[src/sv/ialu_pkg.sv]
// ----------------------------------------------------------------------------
// ialu_pkg
// shared constants, operation codes and stage-advance struct of the alu
// ----------------------------------------------------------------------------
package ialu_pkg;

    localparam int WORD_W  = 32;
    localparam int HALF_W  = WORD_W / 2;
    localparam int PROD_W  = 2 * WORD_W;
    localparam int CMD_W   = 5;
    localparam int SHAMT_W = 5;

    localparam logic [CMD_W-1:0] CMD_NOP   = 5'd0;
    localparam logic [CMD_W-1:0] CMD_SLL   = 5'd1;
    localparam logic [CMD_W-1:0] CMD_SRL   = 5'd2;
    localparam logic [CMD_W-1:0] CMD_SRA   = 5'd3;
    localparam logic [CMD_W-1:0] CMD_SEQ   = 5'd4;
    localparam logic [CMD_W-1:0] CMD_SNE   = 5'd5;
    localparam logic [CMD_W-1:0] CMD_SLT   = 5'd6;
    localparam logic [CMD_W-1:0] CMD_SLTU  = 5'd7;
    localparam logic [CMD_W-1:0] CMD_LUI   = 5'd8;
    localparam logic [CMD_W-1:0] CMD_NOR   = 5'd9;
    localparam logic [CMD_W-1:0] CMD_AND   = 5'd10;
    localparam logic [CMD_W-1:0] CMD_OR    = 5'd11;
    localparam logic [CMD_W-1:0] CMD_XOR   = 5'd12;
    localparam logic [CMD_W-1:0] CMD_NAND  = 5'd13;
    localparam logic [CMD_W-1:0] CMD_CLR   = 5'd14;
    localparam logic [CMD_W-1:0] CMD_ORC   = 5'd15;
    localparam logic [CMD_W-1:0] CMD_RSUB  = 5'd16;
    localparam logic [CMD_W-1:0] CMD_ADD   = 5'd17;
    localparam logic [CMD_W-1:0] CMD_SUB   = 5'd18;
    localparam logic [CMD_W-1:0] CMD_MULHI = 5'd19;
    localparam logic [CMD_W-1:0] CMD_MULLO = 5'd20;

    // load enables of the multiplier stages
    typedef struct packed {
        logic s2;
        logic s3;
    } t_ialu_adv;

endpackage

[src/sv/ialu_exec.sv]
// ----------------------------------------------------------------------------
// ialu_exec
// combinational logic, shift, compare, load-upper and add/subtract datapath
// ----------------------------------------------------------------------------
module ialu_exec import ialu_pkg::*; (
    input  logic [CMD_W-1:0]  i_command,
    input  logic [WORD_W-1:0] i_operand_a,
    input  logic [WORD_W-1:0] i_operand_b,
    output logic [WORD_W-1:0] o_result
);

    logic [SHAMT_W-1:0] shamt;

    assign shamt = i_operand_b[SHAMT_W-1:0];

    always_comb begin
        unique case (i_command)
            CMD_SLL:  o_result = i_operand_a << shamt;
            CMD_SRL:  o_result = i_operand_a >> shamt;
            CMD_SRA:  o_result = $unsigned($signed(i_operand_a) >>> shamt);
            CMD_SEQ:  o_result = {{(WORD_W-1){1'b0}}, i_operand_a == i_operand_b};
            CMD_SNE:  o_result = {{(WORD_W-1){1'b0}}, i_operand_a != i_operand_b};
            CMD_SLT:  o_result = {{(WORD_W-1){1'b0}},
                                  $signed(i_operand_a) < $signed(i_operand_b)};
            CMD_SLTU: o_result = {{(WORD_W-1){1'b0}}, i_operand_a < i_operand_b};
            CMD_LUI:  o_result = {i_operand_a[HALF_W-1:0], {HALF_W{1'b0}}};
            CMD_NOR:  o_result = ~(i_operand_a | i_operand_b);
            CMD_AND:  o_result = i_operand_a & i_operand_b;
            CMD_OR:   o_result = i_operand_a | i_operand_b;
            CMD_XOR:  o_result = i_operand_a ^ i_operand_b;
            CMD_NAND: o_result = ~(i_operand_a & i_operand_b);
            CMD_CLR:  o_result = i_operand_a & ~i_operand_b;
            CMD_ORC:  o_result = i_operand_a | ~i_operand_b;
            CMD_RSUB: o_result = i_operand_b - i_operand_a;
            CMD_ADD:  o_result = i_operand_a + i_operand_b;
            CMD_SUB:  o_result = i_operand_a - i_operand_b;
            default:  o_result = i_operand_a;
        endcase
    end

endmodule

[src/sv/ialu_mul.sv]
// ----------------------------------------------------------------------------
// ialu_mul
// two-stage 32x32 signed multiplier built from 16x16 partial products
// ----------------------------------------------------------------------------
module ialu_mul import ialu_pkg::*; (
    input  logic              i_clk,
    input  t_ialu_adv         i_adv,
    input  logic [WORD_W-1:0] i_operand_a,
    input  logic [WORD_W-1:0] i_operand_b,
    output logic [WORD_W-1:0] o_prod_hi,
    output logic [WORD_W-1:0] o_prod_lo
);

    logic [WORD_W-1:0] r_pp_ll, r_pp_lh, r_pp_hl, r_pp_hh;
    logic [WORD_W-1:0] r_corr_b, r_corr_c;
    logic [PROD_W-1:0] r_prod;
    logic [WORD_W-1:0] n_corr;
    logic [PROD_W-1:0] n_prod;

    // signed high word = unsigned high word minus sign-weighted operands
    assign n_corr = (i_operand_a[WORD_W-1] ? i_operand_b : '0)
                  + (i_operand_b[WORD_W-1] ? i_operand_a : '0);

    assign n_prod = {{WORD_W{1'b0}}, r_pp_ll}
                  + {{HALF_W{1'b0}}, r_pp_lh, {HALF_W{1'b0}}}
                  + {{HALF_W{1'b0}}, r_pp_hl, {HALF_W{1'b0}}}
                  + {r_pp_hh, {WORD_W{1'b0}}};

    always_ff @(posedge i_clk) begin
        if (i_adv.s2) begin
            r_pp_ll  <= i_operand_a[HALF_W-1:0] * i_operand_b[HALF_W-1:0];
            r_pp_lh  <= i_operand_a[HALF_W-1:0] * i_operand_b[WORD_W-1:HALF_W];
            r_pp_hl  <= i_operand_a[WORD_W-1:HALF_W] * i_operand_b[HALF_W-1:0];
            r_pp_hh  <= i_operand_a[WORD_W-1:HALF_W] * i_operand_b[WORD_W-1:HALF_W];
            r_corr_b <= n_corr;
        end
        if (i_adv.s3) begin
            r_prod   <= n_prod;
            r_corr_c <= r_corr_b;
        end
    end

    assign o_prod_lo = r_prod[WORD_W-1:0];
    assign o_prod_hi = r_prod[PROD_W-1:WORD_W] - r_corr_c;

endmodule

[src/sv/integer_alu_32bit.sv]
// ----------------------------------------------------------------------------
// integer_alu_32bit
// four-stage pipelined 32-bit integer alu with signed multiply
// ----------------------------------------------------------------------------
//
//  channel  | direction | handshake          | payload
//  ---------+-----------+--------------------+-----------------------------------
//  input    | in        | i_valid / o_stall  | i_command, i_operand_a, i_operand_b
//  output   | out       | o_valid / i_stall  | o_result
//
//  one transfer per cycle sustained while i_stall is low; each result passes
//  every stage after its input transfer, a depth set by the partial-product
//  multiplier (operand capture, partial products and sum take one stage each,
//  sign correction and result select share the last)
//  reset is synchronous and active low and empties every stage
//  each full stage holds while the one after it is full and held, so bubbles
//  close up under an output stall before o_stall rises
//  a nop transfer is consumed at the input and never reaches the output
//
module integer_alu_32bit import ialu_pkg::*; (
    input  logic              i_clk,
    input  logic              i_rst_n,
    input  logic              i_valid,
    output logic              o_stall,
    input  logic [CMD_W-1:0]  i_command,
    input  logic [WORD_W-1:0] i_operand_a,
    input  logic [WORD_W-1:0] i_operand_b,
    output logic              o_valid,
    input  logic              i_stall,
    output logic [WORD_W-1:0] o_result
);

    // stage 1: captured operands
    logic              r_s1_valid;
    logic [CMD_W-1:0]  r_s1_cmd;
    logic [WORD_W-1:0] r_s1_a, r_s1_b;
    // stage 2: alu result, partial products in the multiplier
    logic              r_s2_valid;
    logic [CMD_W-1:0]  r_s2_cmd;
    logic [WORD_W-1:0] r_s2_alu;
    // stage 3: alu result carried, product summed in the multiplier
    logic              r_s3_valid;
    logic [CMD_W-1:0]  r_s3_cmd;
    logic [WORD_W-1:0] r_s3_alu;
    // stage 4: output register
    logic              r_s4_valid;
    logic [WORD_W-1:0] r_s4_result;

    logic              en1, en2, en3, en4;
    logic              n_s1_valid;
    logic [WORD_W-1:0] n_s2_alu;
    logic [WORD_W-1:0] n_s4_result;
    logic [WORD_W-1:0] prod_hi, prod_lo;
    t_ialu_adv         mul_adv;

    // a stage loads when it is empty or its contents move on
    assign en4 = !r_s4_valid || !i_stall;
    assign en3 = !r_s3_valid || en4;
    assign en2 = !r_s2_valid || en3;
    assign en1 = !r_s1_valid || en2;

    assign o_stall = !en1;

    // nop transfers are taken but leave a bubble
    assign n_s1_valid = i_valid && (i_command != CMD_NOP);

    assign mul_adv.s2 = en2;
    assign mul_adv.s3 = en3;

    ialu_exec u_exec (
        .i_command   (r_s1_cmd),
        .i_operand_a (r_s1_a),
        .i_operand_b (r_s1_b),
        .o_result    (n_s2_alu)
    );

    ialu_mul u_mul (
        .i_clk       (i_clk),
        .i_adv       (mul_adv),
        .i_operand_a (r_s1_a),
        .i_operand_b (r_s1_b),
        .o_prod_hi   (prod_hi),
        .o_prod_lo   (prod_lo)
    );

    // final select between multiplier words and the carried alu result
    always_comb begin
        case (r_s3_cmd)
            CMD_MULHI: n_s4_result = prod_hi;
            CMD_MULLO: n_s4_result = prod_lo;
            default:   n_s4_result = r_s3_alu;
        endcase
    end

    // valid bits
    always_ff @(posedge i_clk) begin
        if (!i_rst_n) begin
            r_s1_valid <= 1'b0;
            r_s2_valid <= 1'b0;
            r_s3_valid <= 1'b0;
            r_s4_valid <= 1'b0;
        end else begin
            if (en1) r_s1_valid <= n_s1_valid;
            if (en2) r_s2_valid <= r_s1_valid;
            if (en3) r_s3_valid <= r_s2_valid;
            if (en4) r_s4_valid <= r_s3_valid;
        end
    end

    // payload, no reset
    always_ff @(posedge i_clk) begin
        if (en1) begin
            r_s1_cmd <= i_command;
            r_s1_a   <= i_operand_a;
            r_s1_b   <= i_operand_b;
        end
        if (en2) begin
            r_s2_cmd <= r_s1_cmd;
            r_s2_alu <= n_s2_alu;
        end
        if (en3) begin
            r_s3_cmd <= r_s2_cmd;
            r_s3_alu <= r_s2_alu;
        end
        if (en4) begin
            r_s4_result <= n_s4_result;
        end
    end

    assign o_valid  = r_s4_valid;
    assign o_result = r_s4_result;

endmodule

[config.mk]
export PLATFORM = sky130hd
export DESIGN_NAME = integer_alu_32bit
export DESIGN_NICKNAME = d
export VERILOG_FILES = /design/src/sv/ialu_pkg.sv /design/src/sv/ialu_exec.sv /design/src/sv/ialu_mul.sv /design/src/sv/integer_alu_32bit.sv
export SDC_FILE = /design/constraint.sdc
export NUM_CORES = 2
export LEC_CHECK = 0
export ABC_AREA = 1
export BUFFER_PORTS_ARGS = -buffer_cell sky130_fd_sc_hd__buf_2
export CORE_ASPECT_RATIO = 0.75
export CORE_MARGIN = 2
export CORE_UTILIZATION = 60
export DETAILED_ROUTE_END_ITERATION = 8
export PLACE_DENSITY_LB_ADDON = 0.1
export SYNTH_ARGS = -nofsm -noshare
export SYNTH_HDL_FRONTEND = slang
export SYNTH_SLANG_ARGS = --single-unit
[constraint.sdc]
create_clock -name i_clk -period 10.15 [get_ports i_clk]
set_clock_uncertainty 0.15 [all_clocks]
set_input_delay 1.015 -clock i_clk [delete_from_list [all_inputs] [get_ports i_clk]]
set_output_delay 1.015 -clock i_clk [all_outputs]
set_load 0.005 [all_outputs]
==> impl_metrics.tcl <==
set metrics [dict create \
    grt_pass1_vias 65389 \
    status "finished with violations" \
    dr.pass1.iters 9 \
    synthMuxAreaShare_pct 0 \
    dieArea_um2 120000 \
    antenna_found_initial 18 \
    synth_compound_area_share_pct 6.73 \
    maxCapViolCount 0 \
    end_kind "register" \
    tightest_slew_ps 1470 \
    relSlewSlack_pct 1.62 \
    min_period_ps 7800 \
    reg2reg_slack_ps 2350 \
    root_buffer "clkbuf_16" \
    worst-setup-path-type "reg -> reg" \
    synth_ff_type "edfxtp_1" \
    ys_types 62 \
    cts_tree "built" \
    hp-class "reg -> reg" \
    cts_sinks 435 \
    clk_path_buf_depth 3 \
    clk_pin_slew_ps 80 \
    synth.top_cell.area_share_pct 22.8 \
    drt_iter0_drc 10400 \
    grt_overflow 0 \
    synth-simple-area-share_pct 23.0 \
    synth_top_family_by_area "adder cells" \
    grt_max_degree 117 \
    place.port_buffers 106 \
    cp.arrival_ps 8090 \
    synth_area_leaders "fa_1 23%, edfxtp_1 18%, nand2_1 13%, ha_1 13%, inv_1 11%" \
    setup_tns_ps 0 \
    synth_top_area_cell "fa_1" \
    finalSetupViolCount 0 \
    dpl_cell_area_um2 72100 \
    cp_max_fo 31 \
    drc_errors 10 \
    nets 10901 \
    synth_warnings 0 \
    drt-total-wl_um 286000 \
    finalInstanceArea_um2 73800 \
    max_freq_mhz 128 \
    syn-mean-instance-area_um2 7.47 \
    dpl.hpwl_um 227000 \
    grt_setup_unrepaired "false" \
    gp_congestion 1.13 \
    fp.dieH_um 300 \
    insertion_delay_ps 710 \
    core-area_um2 116000 \
    synth-edff-count 431 \
    syn_nets 10957 \
    rows 108 \
    postRouteAntennaNets 0 \
    via_per_inst 6.08 \
    syn_to_final_growth_pct 5.27 \
    initial_core_util_pct 60.5 \
    grt_use_total_pct 48.2 \
    ctsResizeCount 0 \
    grt_first_pass_wirelength_um 420000 \
    drv_slew 0 \
    cts_setup_buffers 0 \
    synth_xor_area_share_pct 2.97 \
    async_reset_ff_share_pct 0 \
    vias 66332 \
    cts_buffers 49 \
    dieWidth_um 399 \
    post-synth-top-count-cell "nand2_1" \
    wl_per_cell_um 26.2 \
    fin_crit_sh_pct 76.8 \
    synth_fa_ha_area_share_pct 35.3 \
    critPathRequiredTime_ps 10450 \
    final_core_util_pct 63.7 \
    violations "DRC" \
    cts_hold_buf 0 \
    yosys_register_bits 435 \
    start_kind "register" \
    netlist_area_um2 70100 \
    seq_area_frac_synth_pct 18.6 \
    synthCells 9384 \
    layout-drive-gt1-share_pct 3.95 \
    hold_viol_final 0 \
    cts.htree.levels 2 \
    pin_count 107 \
    synthTopCellsByCount "2466 x nand2_1, 2107 x inv_1, 798 x fa_1, 702 x ha_1, 613 x nand3_1" \
]
flip-flops by register name, summed over array words and instances, names as in the netlist, 32 cells and up:
register / cells
r_s1_a: 32
r_s1_b: 32
o_result: 32
u_mul.r_pp_ll: 32
u_mul.r_corr_b: 32
r_s2_alu: 32
u_mul.r_pp_hl: 32
u_mul.r_pp_hh: 32
u_mul.r_prod: 64
u_mul.r_pp_lh: 32
r_s3_alu: 32
u_mul.r_corr_c: 32
worst max-delay path: stages (launching register included):
cell	delay, ps
edfxtp_1	850
buf_4	640
ha_1	250
inv_1	90
fa_1	560
inv_1	70
fa_1	510
inv_1	60
fa_1	540
inv_1	50
fa_1	480
fa_1	500
inv_1	50
fa_1	500
inv_1	50
ha_1	350
nand2_1	190
nor2_1	140
inv_1	40
o21ai_0	950
nand3_1	220
nand3_1	150
nand2_1	70
worst paths after layout:
check / endpoint / startpoint / cells after the start
worst min register to register: u_mul.r_corr_c[8] / u_mul.r_corr_b[8] / 0
worst min-delay path: u_mul.r_corr_c[8] / u_mul.r_corr_b[8] / 0
worst max-delay path: u_mul.r_pp_ll[31] / r_s1_a[7] / 22
worst max register to register: u_mul.r_pp_ll[31] / r_s1_a[7] / 22
layer usage:
layer	vias up	share of wire (%)	track usage, %	routed length [um]
li1	28740	-	-	-
met1	31391	39	64.9	110000
met2	5178	37	61.9	105000
met3	991	19	27.1	54100
met4	32	5.7	22.4	16300
met5	-	0.14	1.11	413
cells by family (layout without fill, tap and decap cells):
kind of cell	Yosys count	in the layout
AO/OA/AOI/OAI	835	835
XOR/XNOR	238	238
adder cells (fa/ha/maj)	1500	1500
buffers and inverters	2449	2432
flip-flops	435	435
other	0	4
AND/OR/NAND/NOR	3927	3927
layout by cell type (no fill, tap or decap), drive strengths merged, types with 33 or more instances in the layout:
master and instances:
clkbuf 57, o21bai 33, o21ai 241, edfxtp 431, nand2 2476, o211ai 48
xnor2 61, fa 798, nor3 66, nand3 615, nor2 618, xor2 177
ha 702, inv 2124, a21oi 378, nand4 78, buf 217
area by class of cell:
class	count	area [um^2]
Inverter	2125	7990
Fill cell	9959	42000
Multi-Input combinational cell	6500	47700
Clock inverter	33	394
Timing Repair Buffer	217	1410
Clock buffer	57	1290
Antenna cell	4	10.0
Tap cell	1540	1930
Sequential cell	435	13000
metrics by stage:
stage | hold slack (ps) | cells | setup slack, ps
floorplan | 250 | 9384 | 987
global placement | 251 | 10817 | 2920
detailed placement | 255 | 10817 | 2830
CTS | 263 | 10907 | 2780
global route | 269 | 10907 | 2490
finish | 262 | 10911 | 2350
Power is not shown: default switching activity piles up to over one toggle a cycle in this logic, so the estimate is an artifact.
